<file path="src/rtl/core/chfb_pkg.sv">
`timescale 1ns / 1ps
`default_nettype none
// ----------------------------------------------------------------------------
// chfb_pkg
// Shared constants, angle table and item type for the compass heading unit.
// ----------------------------------------------------------------------------
package chfb_pkg;

  localparam int ANGLE_FRAC_BITS = 7;
  localparam int CORDIC_STAGES   = 16;

  localparam int TABLE_LEN = 24;
  localparam int NSTG      = (CORDIC_STAGES > TABLE_LEN) ? TABLE_LEN : CORDIC_STAGES;
  localparam int ACC_FRAC  = 20;
  localparam int SAMPLE_W  = 16;
  localparam int WORK_W    = 27;
  localparam int ACC_W     = 30;
  localparam int RND_SHIFT = ACC_FRAC - ANGLE_FRAC_BITS;
  localparam int H_W       = ACC_W - RND_SHIFT;
  localparam int HEAD_W    = 16;

  localparam int QUEUE_DEPTH = 2;
  localparam int QPTR_W      = $clog2(QUEUE_DEPTH);
  localparam int QCNT_W      = $clog2(QUEUE_DEPTH + 1);

  localparam logic signed [ACC_W-1:0] ACC_POS90 = ACC_W'(90 * (2 ** ACC_FRAC));
  localparam logic signed [ACC_W-1:0] ACC_NEG90 = -ACC_POS90;
  localparam logic signed [ACC_W-1:0] ROUND_ADD = ACC_W'(2 ** (RND_SHIFT - 1));
  localparam logic signed [31:0]      LIM_Q     = 32'(180 * (2 ** ANGLE_FRAC_BITS));
  localparam logic signed [31:0]      HEAD_MAX  = 32'(32767);
  localparam logic signed [31:0]      HEAD_MIN  = -32'sd32768;

  // round(atan(2^-i) in degrees * 2^20)
  localparam logic [25:0] ATAN_TAB [TABLE_LEN] = '{
    26'd47185920, 26'd27855475, 26'd14718068, 26'd7471121, 26'd3750058, 26'd1876857,
    26'd938658,   26'd469357,   26'd234682,   26'd117342,  26'd58671,   26'd29335,
    26'd14668,    26'd7334,     26'd3667,     26'd1833,    26'd917,     26'd458,
    26'd229,      26'd115,      26'd57,       26'd29,      26'd14,      26'd7
  };

  typedef struct packed {
    logic signed [WORK_W-1:0] x;
    logic signed [WORK_W-1:0] z;
    logic signed [ACC_W-1:0]  acc;
    logic                     both_zero;
  } item_t;

endpackage
`default_nettype wire

</file>
<file path="src/rtl/core/compass_heading_from_bytes_unit.sv">
`timescale 1ns / 1ps
`default_nettype none
// Path: front register, queue, stage-0 and CORDIC stage registers, output register.
// Throughput: one transaction per cycle while out_stall is low; set by the unrolled CORDIC pipeline.
// A two-entry queue parts the front end from the pipeline, which halts as a
// whole while the output register is stalled.
// Reset: synchronous, active low; clears valid flags, queue pointers and queue count only.
// ----------------------------------------------------------------------------
// compass_heading_from_bytes_unit
// Heading atan2(Z, X) in degrees, Q7, from raw magnetometer byte pairs.
// ----------------------------------------------------------------------------
module compass_heading_from_bytes_unit import chfb_pkg::*; (
  input  wire logic              clk,
  input  wire logic              rst_n,
  input  wire logic              in_valid,
  output      logic              in_stall,
  input  wire logic [7:0]        in_x_high_byte,
  input  wire logic [7:0]        in_x_low_byte,
  input  wire logic [7:0]        in_z_high_byte,
  input  wire logic [7:0]        in_z_low_byte,
  output      logic              out_valid,
  input  wire logic              out_stall,
  output      logic [HEAD_W-1:0] out_heading_deg_q7,
  output      logic              out_both_zero
);

  logic  q_full;
  logic  q_push;
  item_t q_in_item;
  logic  q_pop;
  logic  q_valid;
  item_t q_head;

  chfb_front u_front (
    .clk            (clk),
    .rst_n          (rst_n),
    .in_valid       (in_valid),
    .in_stall       (in_stall),
    .in_x_high_byte (in_x_high_byte),
    .in_x_low_byte  (in_x_low_byte),
    .in_z_high_byte (in_z_high_byte),
    .in_z_low_byte  (in_z_low_byte),
    .q_full         (q_full),
    .q_push         (q_push),
    .q_item         (q_in_item)
  );

  chfb_queue u_queue (
    .clk        (clk),
    .rst_n      (rst_n),
    .push       (q_push),
    .push_item  (q_in_item),
    .full       (q_full),
    .pop        (q_pop),
    .head_valid (q_valid),
    .head_item  (q_head)
  );

  chfb_back u_back (
    .clk                (clk),
    .rst_n              (rst_n),
    .q_valid            (q_valid),
    .q_item             (q_head),
    .q_pop              (q_pop),
    .out_valid          (out_valid),
    .out_stall          (out_stall),
    .out_heading_deg_q7 (out_heading_deg_q7),
    .out_both_zero      (out_both_zero)
  );

`ifndef SYNTHESIS
  a_zero_heading: assert property (@(posedge clk) disable iff (!rst_n)
    out_valid && out_both_zero |-> out_heading_deg_q7 == '0)
    else $error("zero vector gave a non-zero heading");

  a_heading_range: assert property (@(posedge clk) disable iff (!rst_n)
    out_valid |-> (32'($signed(out_heading_deg_q7)) <= LIM_Q) &&
                  (32'($signed(out_heading_deg_q7)) >= -LIM_Q))
    else $error("heading outside +-180 degrees");

  a_no_overflow: assert property (@(posedge clk) disable iff (!rst_n)
    q_push |-> !q_full)
    else $error("queue written while full");

  a_no_empty_pop: assert property (@(posedge clk) disable iff (!rst_n)
    q_pop |-> q_valid)
    else $error("queue popped while empty");
`endif

endmodule
`default_nettype wire

</file>
<file path="src/rtl/core/chfb_front.sv">
`timescale 1ns / 1ps
`default_nettype none
// ----------------------------------------------------------------------------
// chfb_front
// Takes byte transactions, joins samples, flags zero vectors and turns the
// vector into the right half plane before it is queued.
// ----------------------------------------------------------------------------
module chfb_front import chfb_pkg::*; (
  input  wire logic       clk,
  input  wire logic       rst_n,
  input  wire logic       in_valid,
  output      logic       in_stall,
  input  wire logic [7:0] in_x_high_byte,
  input  wire logic [7:0] in_x_low_byte,
  input  wire logic [7:0] in_z_high_byte,
  input  wire logic [7:0] in_z_low_byte,
  input  wire logic       q_full,
  output      logic       q_push,
  output      item_t      q_item
);

  logic                       valid_r;
  logic                       valid_nxt;
  item_t                      item_r;
  item_t                      item_nxt;
  logic                       accept;
  logic signed [SAMPLE_W-1:0] xs;
  logic signed [SAMPLE_W-1:0] zs;
  logic signed [WORK_W-1:0]   xw;
  logic signed [WORK_W-1:0]   zw;

  assign in_stall = valid_r && q_full;
  assign accept   = in_valid && !in_stall;
  assign q_push   = valid_r && !q_full;
  assign q_item   = item_r;

  always_comb begin
    xs = $signed({in_x_high_byte, in_x_low_byte});
    zs = $signed({in_z_high_byte, in_z_low_byte});
    xw = WORK_W'(xs) <<< 8;
    zw = WORK_W'(zs) <<< 8;
    item_nxt.both_zero = (xs == '0) && (zs == '0);
    if (xw < 0) begin
      if (zw >= 0) begin
        item_nxt.x   = zw;
        item_nxt.z   = -xw;
        item_nxt.acc = ACC_POS90;
      end else begin
        item_nxt.x   = -zw;
        item_nxt.z   = xw;
        item_nxt.acc = ACC_NEG90;
      end
    end else begin
      item_nxt.x   = xw;
      item_nxt.z   = zw;
      item_nxt.acc = '0;
    end
  end

  always_comb begin
    if (accept) begin
      valid_nxt = 1'b1;
    end else if (q_push) begin
      valid_nxt = 1'b0;
    end else begin
      valid_nxt = valid_r;
    end
  end

  always_ff @(posedge clk) begin
    if (!rst_n) begin
      valid_r <= 1'b0;
    end else begin
      valid_r <= valid_nxt;
    end
  end

  always_ff @(posedge clk) begin
    if (accept) begin
      item_r <= item_nxt;
    end
  end

endmodule
`default_nettype wire

</file>
<file path="src/rtl/core/chfb_queue.sv">
`timescale 1ns / 1ps
`default_nettype none
// ----------------------------------------------------------------------------
// chfb_queue
// Short register queue between the front end and the CORDIC back end.
// ----------------------------------------------------------------------------
module chfb_queue import chfb_pkg::*; (
  input  wire logic  clk,
  input  wire logic  rst_n,
  input  wire logic  push,
  input  wire item_t push_item,
  output      logic  full,
  input  wire logic  pop,
  output      logic  head_valid,
  output      item_t head_item
);

  item_t             mem_r [QUEUE_DEPTH];
  logic [QPTR_W-1:0] wr_ptr_r;
  logic [QPTR_W-1:0] rd_ptr_r;
  logic [QCNT_W-1:0] count_r;
  logic [QCNT_W-1:0] count_nxt;
  logic              do_pop;

  assign full       = (count_r == QCNT_W'(QUEUE_DEPTH));
  assign head_valid = (count_r != '0);
  assign head_item  = mem_r[rd_ptr_r];
  assign do_pop     = pop && head_valid;

  always_comb begin
    count_nxt = count_r;
    if (push && !do_pop) begin
      count_nxt = count_r + 1'b1;
    end else if (do_pop && !push) begin
      count_nxt = count_r - 1'b1;
    end
  end

  always_ff @(posedge clk) begin
    if (!rst_n) begin
      wr_ptr_r <= '0;
      rd_ptr_r <= '0;
      count_r  <= '0;
    end else begin
      count_r <= count_nxt;
      if (push) begin
        wr_ptr_r <= wr_ptr_r + 1'b1;
      end
      if (do_pop) begin
        rd_ptr_r <= rd_ptr_r + 1'b1;
      end
    end
  end

  always_ff @(posedge clk) begin
    if (push) begin
      mem_r[wr_ptr_r] <= push_item;
    end
  end

endmodule
`default_nettype wire

</file>
<file path="src/rtl/core/chfb_back.sv">
`timescale 1ns / 1ps
`default_nettype none
// ----------------------------------------------------------------------------
// chfb_back
// Pipelined CORDIC in vectoring mode, one micro-rotation per stage, then
// rounding, clamping and the output register.
// ----------------------------------------------------------------------------
module chfb_back import chfb_pkg::*; (
  input  wire logic              clk,
  input  wire logic              rst_n,
  input  wire logic              q_valid,
  input  wire item_t             q_item,
  output      logic              q_pop,
  output      logic              out_valid,
  input  wire logic              out_stall,
  output      logic [HEAD_W-1:0] out_heading_deg_q7,
  output      logic              out_both_zero
);

  logic signed [WORK_W-1:0] x_r   [0:NSTG];
  logic signed [WORK_W-1:0] z_r   [0:NSTG];
  logic signed [ACC_W-1:0]  acc_r [0:NSTG];
  logic [NSTG:0]            zero_r;
  logic [NSTG:0]            v_r;
  logic                     en;

  logic                     out_valid_r;
  logic [HEAD_W-1:0]        heading_r;
  logic [HEAD_W-1:0]        heading_nxt;
  logic                     both_zero_r;

  logic signed [ACC_W-1:0]  acc_rnd;
  logic signed [H_W-1:0]    h;
  logic signed [31:0]       h_wide;
  logic signed [31:0]       h_clamp;

  assign en    = !out_valid_r || !out_stall;
  assign q_pop = en && q_valid;

  always_ff @(posedge clk) begin
    if (!rst_n) begin
      v_r         <= '0;
      out_valid_r <= 1'b0;
    end else if (en) begin
      v_r         <= {v_r[NSTG-1:0], q_valid};
      out_valid_r <= v_r[NSTG];
    end
  end

  always_ff @(posedge clk) begin
    if (en) begin
      x_r[0]    <= q_item.x;
      z_r[0]    <= q_item.z;
      acc_r[0]  <= q_item.acc;
      zero_r[0] <= q_item.both_zero;
    end
  end

  for (genvar k = 0; k < NSTG; k++) begin : g_stage
    logic signed [WORK_W-1:0] dx;
    logic signed [WORK_W-1:0] dz;
    logic signed [WORK_W-1:0] x_nxt;
    logic signed [WORK_W-1:0] z_nxt;
    logic signed [ACC_W-1:0]  acc_nxt;
    logic signed [ACC_W-1:0]  ang;

    assign dx  = z_r[k] >>> k;
    assign dz  = x_r[k] >>> k;
    assign ang = $signed(ACC_W'(ATAN_TAB[k]));

    always_comb begin
      if (!z_r[k][WORK_W-1]) begin
        x_nxt   = x_r[k] + dx;
        z_nxt   = z_r[k] - dz;
        acc_nxt = acc_r[k] + ang;
      end else begin
        x_nxt   = x_r[k] - dx;
        z_nxt   = z_r[k] + dz;
        acc_nxt = acc_r[k] - ang;
      end
    end

    always_ff @(posedge clk) begin
      if (en) begin
        x_r[k+1]    <= x_nxt;
        z_r[k+1]    <= z_nxt;
        acc_r[k+1]  <= acc_nxt;
        zero_r[k+1] <= zero_r[k];
      end
    end
  end

  always_comb begin
    acc_rnd = acc_r[NSTG] + ROUND_ADD;
    h       = $signed(acc_rnd[ACC_W-1:RND_SHIFT]);
    h_wide  = 32'(h);
    if (h_wide > LIM_Q) begin
      h_clamp = LIM_Q;
    end else if (h_wide < -LIM_Q) begin
      h_clamp = -LIM_Q;
    end else begin
      h_clamp = h_wide;
    end
    if (h_clamp > HEAD_MAX) begin
      h_clamp = HEAD_MAX;
    end else if (h_clamp < HEAD_MIN) begin
      h_clamp = HEAD_MIN;
    end
    heading_nxt = zero_r[NSTG] ? '0 : h_clamp[HEAD_W-1:0];
  end

  always_ff @(posedge clk) begin
    if (en) begin
      heading_r   <= heading_nxt;
      both_zero_r <= zero_r[NSTG];
    end
  end

  assign out_valid          = out_valid_r;
  assign out_heading_deg_q7 = heading_r;
  assign out_both_zero      = both_zero_r;

endmodule
`default_nettype wire

</file>
<file path="config.mk">
export PLATFORM = sky130hd
export DESIGN_NAME = compass_heading_from_bytes_unit
export DESIGN_NICKNAME = d
export VERILOG_FILES = /design/src/rtl/core/chfb_pkg.sv /design/src/rtl/core/compass_heading_from_bytes_unit.sv /design/src/rtl/core/chfb_front.sv /design/src/rtl/core/chfb_queue.sv /design/src/rtl/core/chfb_back.sv
export SDC_FILE = /design/constraint.sdc
export NUM_CORES = 2
export LEC_CHECK = 0
export BUFFER_PORTS_ARGS = -buffer_cell sky130_fd_sc_hd__clkbuf_2
export CAP_MARGIN = 30
export CORE_ASPECT_RATIO = 1.4
export CORE_MARGIN = 5
export CORE_UTILIZATION = 60
export CTS_BUF_LIST = sky130_fd_sc_hd__clkbuf_4 sky130_fd_sc_hd__clkbuf_8
export DETAILED_ROUTE_END_ITERATION = 8
export PLACE_DENSITY = 0.76
export SLEW_MARGIN = 10
export SYNTH_ARGS = -nofsm -noshare
export SYNTH_HDL_FRONTEND = slang
export SYNTH_SLANG_ARGS = --single-unit
</file>
<file path="constraint.sdc">
create_clock -name clk -period 45.7 [get_ports clk]
set_clock_uncertainty 0.1 [all_clocks]
set_input_delay 2.285 -clock clk [delete_from_list [all_inputs] [get_ports clk]]
set_output_delay 2.285 -clock clk [all_outputs]
set_load 0.005 [all_outputs]
</file>
# ---- Yosys cells after proc, flatten, opt, wreduce, memory -nomap -nowiden
# Memory sizes are Yosys's and may differ from the RTL's. A register that Yosys moved wholly into a read port is not among the register bits.
# Index checks and enable logic that the tools add are counted.
dict set report word_totals {
  mem_bits_rw 1598
  word_cells 233
  out_inout_bits 19
  memories 4
  register_bits 142
}
# memory depth width rd rd_clocked_by_memory_dff write_ports line_no
set mem_list {}
lappend mem_list {u_back.acc_r 17 30 17 0 17 chfb_back.sv:22} ;# logic signed [ACC_W-1:0] acc_r [0:NSTG];
lappend mem_list {u_back.x_r 17 27 16 0 17 chfb_back.sv:20} ;# logic signed [WORK_W-1:0] x_r [0:NSTG];
lappend mem_list {u_back.z_r 17 27 16 0 17 chfb_back.sv:21} ;# logic signed [WORK_W-1:0] z_r [0:NSTG];
lappend mem_list {u_queue.mem_r 2 85 1 1 1 chfb_queue.sv:18} ;# item_t mem_r [QUEUE_DEPTH];
dict set report classes {
  n_eq_ne 1
  mux 64
  bitwise_logic 1
  reduce_logical 23
  addsub 102
  order_cmp 6
}
# operator n
set op_table {}
lappend op_table {{$mux W27} 32}
lappend op_table {{$mux W30} 16}
lappend op_table {{$mux W84} 2}
lappend op_table {{$mux W32} 2}
lappend op_table {{$add A30 B14 Y30 const B} 2}
lappend op_table {{$add A27 B12 Y27} 2}
lappend op_table {{$add A27 B13 Y27} 2}
lappend op_table {{$add A27 B14 Y27} 2}
lappend op_table {{$add A27 B15 Y27} 2}
lappend op_table {{$add A27 B16 Y27} 2}
lappend op_table {{$add A27 B17 Y27} 2}
lappend op_table {{$add A27 B18 Y27} 2}
lappend op_table {{$add A27 B19 Y27} 2}
lappend op_table {{$add A27 B20 Y27} 2}
lappend op_table {{$add A27 B21 Y27} 2}
lappend op_table {{$add A27 B22 Y27} 2}
lappend op_table {{$add A27 B23 Y27} 2}
lappend op_table {{$add A27 B24 Y27} 2}
lappend op_table {{$add A27 B25 Y27} 2}
lappend op_table {{$add A27 B26 Y27} 2}
lappend op_table {{$neg A24 Y27} 2}
lappend op_table {{$sub A27 B12 Y27} 2}
lappend op_table {{$sub A27 B13 Y27} 2}
lappend op_table {{$sub A27 B14 Y27} 2}
lappend op_table {{67 further kinds} 105}

# ---- Logic depth before layout (Yosys ltp)
# An unclocked memory read counts as a cell.
dict set report depth {
  ltp_word 8
  depth_mapped 20
  ltp_nobuf 20
}

# ---- Modules after synthesis
# From an unflattened synthesis, not the netlist that was laid out.
dict set report unflattened {
  hier_cells 11404
  hier_area_um2 115321.9
}
# module n_inst cells_per_inst area_per_inst_um2 seq_area_each_um2
set by_module_without_submodules {}
lappend by_module_without_submodules {chfb_back 1 10847 106294.4 40238.6}
lappend by_module_without_submodules {chfb_queue 1 286 6361.1 5205.0}
lappend by_module_without_submodules {chfb_front 1 271 2666.3 1281.2}

# ---- Least setup slack after synthesis
# OpenSTA, ideal clock, no wires.
dict set report synth_path {
  kind {input to register}
  from {input port out_stall}
  to {memory u_back.acc_r[0][21], enable pin}
  t_arrival_ns 34.711
  required_ns 43.593
  setup_slack_ns 8.881
  setup_time_ns 2.007
  path_stages 4
  path_buffers 2
  cell_sequence {and2_1 clkbuf_1 clkinv_1 clkbuf_1}
}
# element line_no
set synth_rtl {}
lappend synth_rtl {{start: declaration} compass_heading_from_bytes_unit.sv:22} ;# input wire logic out_stall,
lappend synth_rtl {{end: declaration} chfb_back.sv:22}

==> results.json <==
{
  "portBuffers": 54,
  "max_freq_mhz": 180,
  "drt_iter0_markers": 4322,
  "worst-endpoint-arrival_ns": 6.20,
  "setup_viol": 0,
  "cp.required_ns": 46.34,
  "min_path_type": "flop to flop",
  "die_w_um": 357,
  "first_global_vias": 77500,
  "antenna_found_initial": 2,
  "route.met2.wl_um": 128000,
  "cts_buffer_depth": 3,
  "first_pass_iters": 6,
  "cts_tree": "done",
  "drive_gt1_frac": 0.0553,
  "syn_inst": 10200,
  "worstReg2RegStart": "u_back.z_r[0][242]",
  "layout_commonest_cell": "edfxtp_1",
  "ys.flop_type": "edfxtp_1",
  "post_drt_wl_per_cell_um": 18.8,
  "synth_top_area_frac": 0.389,
  "setup-tns-final_ns": 0,
  "cts_resized": 0,
  "via_per_inst": 6.05,
  "clock_latency_ns": 1.01,
  "crit_type": "flop to flop",
  "max-cap-violations": 0,
  "critical_path.cell_chain": "buf_4, mux2_2, ha_1, a21o_1, a21oi_1, o21ai_0, a211oi_1, nor3_1, o31a_1, o21a_1, or4_1, a311oi_1, a21oi_1, xor2_1",
  "wl_um": 241000,
  "num_vias": 77400,
  "nFillCells": 13400,
  "cpMostUsedCell": "a21oi_1",
  "hold_path_end": "u_back.zero_r[14]",
  "met3_length_um": 9040,
  "final_net_count": 11600,
  "post-place-ws_ns": 39.90,
  "ant_nets": 0,
  "remaining_drc_errors": 0,
  "mostFrequentLayoutCells": "edfxtp_1, ha_1, nor2_1, a21oi_1, xnor2_1",
  "syn_to_final_growth_pct": 7.37,
  "synth_seq_cells": 1334,
  "wl_met1_um": 87400,
  "cts_inserted_buffers": 205,
  "fp-row-count": 178,
  "yosysTopAreaCell": "edfxtp_1",
  "crit_fanout": 39,
  "cp_slowest_cell": "edfxtp_1",
  "yosysWarnings": 0,
  "end_kind": "flop",
  "die_y_um": 496,
  "cts_setup_buffers": 0,
  "status": "complete, no violations",
  "core_area_um2": 168000,
  "synth_cell_type_count": 87,
  "start_util": 0.603,
  "grt_max_degree": 192,
  "worstHoldPathCells": 0,
  "cp_top_family": "compound AO/OA/AOI/OAI gates",
  "hold_viol_final": 0,
  "dp_hpwl_um": 188000,
  "ctsHoldBuffers": 0,
  "path_clk_slew_ns": 0.07,
  "rsz0062_at_grt": "false",
  "reg2reg_slack_ns": 40.14,
  "cp_num_buf_inv": 1,
  "htree_levels": 4,
  "period_needed_ns": 5.56,
  "synthesis.area_um2": 101000,
  "yosysSeqAreaShare": 0.393,
  "worst_r2r_path_depth": 14,
  "min_from": "u_back.zero_r[13]",
  "startpoint_type": "flop",
  "overflow": 0,
  "tightest_slew_ns": 1.08,
  "finalMaxSlewViolations": 0,
  "grt_usage": 0.265,
  "gp_congestion": 0.968,
  "clock-sinks": 1334,
  "ys_async_sr_fraction": 0,
  "synth_area_per_cell_um2": 9.93,
  "synth-edff-count": 1310,
  "io_pins": 55,
  "highest_layer": "met5",
  "fin_ws_ns": 40.14,
  "maxSlewHeadroom": 0.275,
  "cts-root-buf": "clkbuf_8",
  "grt_pass1_wl_um": 383000,
  "critPathMaxStageDelay_ns": 0.98,
  "r2r-end": "u_back.z_r[0][268]",
  "yosys-top-cells-area": "edfxtp_1, ha_1, xnor2_1",
  "layout_worst_path_cycle_share": 0.122,
  "dieArea_um2": 177000
}
## cells in the mapped netlist, types with 88 or more instances
cell type and n:
clkbuf_1 118, a21o_1 349, xor2_1 474, o21bai_1 149, nor2b_1 165, a31oi_1 123
a211oi_1 92, nor2_1 1025, xnor2_1 936, edfxtp_1 1310, nand2_1 482, nor3_1 328
and3_1 88, a21oi_1 995, o21ai_0 480, ha_1 1141, inv_1 457, nand2b_1 144
o21a_1 170, nand3_1 158
## cell families after synthesis
| kind of cell | Yosys count | share of synthesized area |
|---|---|---|
| multiplexers | 90 | 0.00970 |
| AND/OR/NAND/NOR | 2815 | 0.133 |
| buffers and inverters | 603 | 0.0224 |
| adder cells (fa/ha/maj) | 1177 | 0.148 |
| XOR/XNOR | 1411 | 0.122 |
| other | 1 | 0.0000370 |
| flip-flops | 1334 | 0.393 |
| AO/OA/AOI/OAI | 2762 | 0.172 |
## cell type report
| class | instances | area [um^2] | share of cell area |
|---|---|---|---|
| Antenna cell | 5 | 12.5 | 0.000115 |
| Clock buffer | 256 | 3220 | 0.0296 |
| Clock inverter | 116 | 988 | 0.00909 |
| Inverter | 459 | 1730 | 0.0159 |
| Multi-Input combinational cell | 8258 | 59200 | 0.544 |
| Sequential cell | 1334 | 39800 | 0.366 |
| Tap cell | 2250 | 2820 | 0.0259 |
| Timing Repair Buffer | 119 | 932 | 0.00858 |
## sequential cells by signal, indices dropped and copies added (netlist names), 2 cells and up, named ones only
name and flops:
u_back.acc_r 417, u_back.out_heading_deg_q7 16, u_back.v_r 17, u_back.x_r 357, u_back.z_r 376, u_back.zero_r 17
u_front.q_item 42, u_queue.count_r 2, u_queue.mem_r 84
## how the worst max path moves through the flow
stage,startpoint,slack (ns),end,cells after the start
global placement,out_stall,39.99,u_back.z_r[0][399],5
CTS,u_back.z_r[0][242],40.21,u_back.z_r[0][268],14
finish,u_back.z_r[0][242],40.14,u_back.z_r[0][268],14
floorplan,out_stall,8.88,u_back.acc_r[0][21],4
detailed placement,out_stall,39.90,u_back.z_r[0][399],5
global route,u_back.z_r[0][242],39.87,u_back.z_r[0][268],14
## per-stage QoR
stage | cell area (um^2) | utilization | std cells | hold slack [ns]
after floorplan | 101000 | - | 10200 | 0.300
after global placement | 104000 | 0.621 | 12400 | 0.300
after detailed placement | 104000 | 0.621 | 12400 | 0.305
after CTS | 108000 | 0.646 | 12800 | 0.316
after global routing | 109000 | 0.647 | 12800 | 0.328
final | 109000 | 0.647 | 12800 | 0.315
## routing by layer
layer	track usage	vias to the layer above
li1	-	38000
met4	0.165	2
met5	0	-
met1	0.268	36600
met3	0.0327	820
met2	0.511	1992
Power is not shown: default switching activity piles up to over one toggle a cycle in this logic, so the estimate is an artifact.
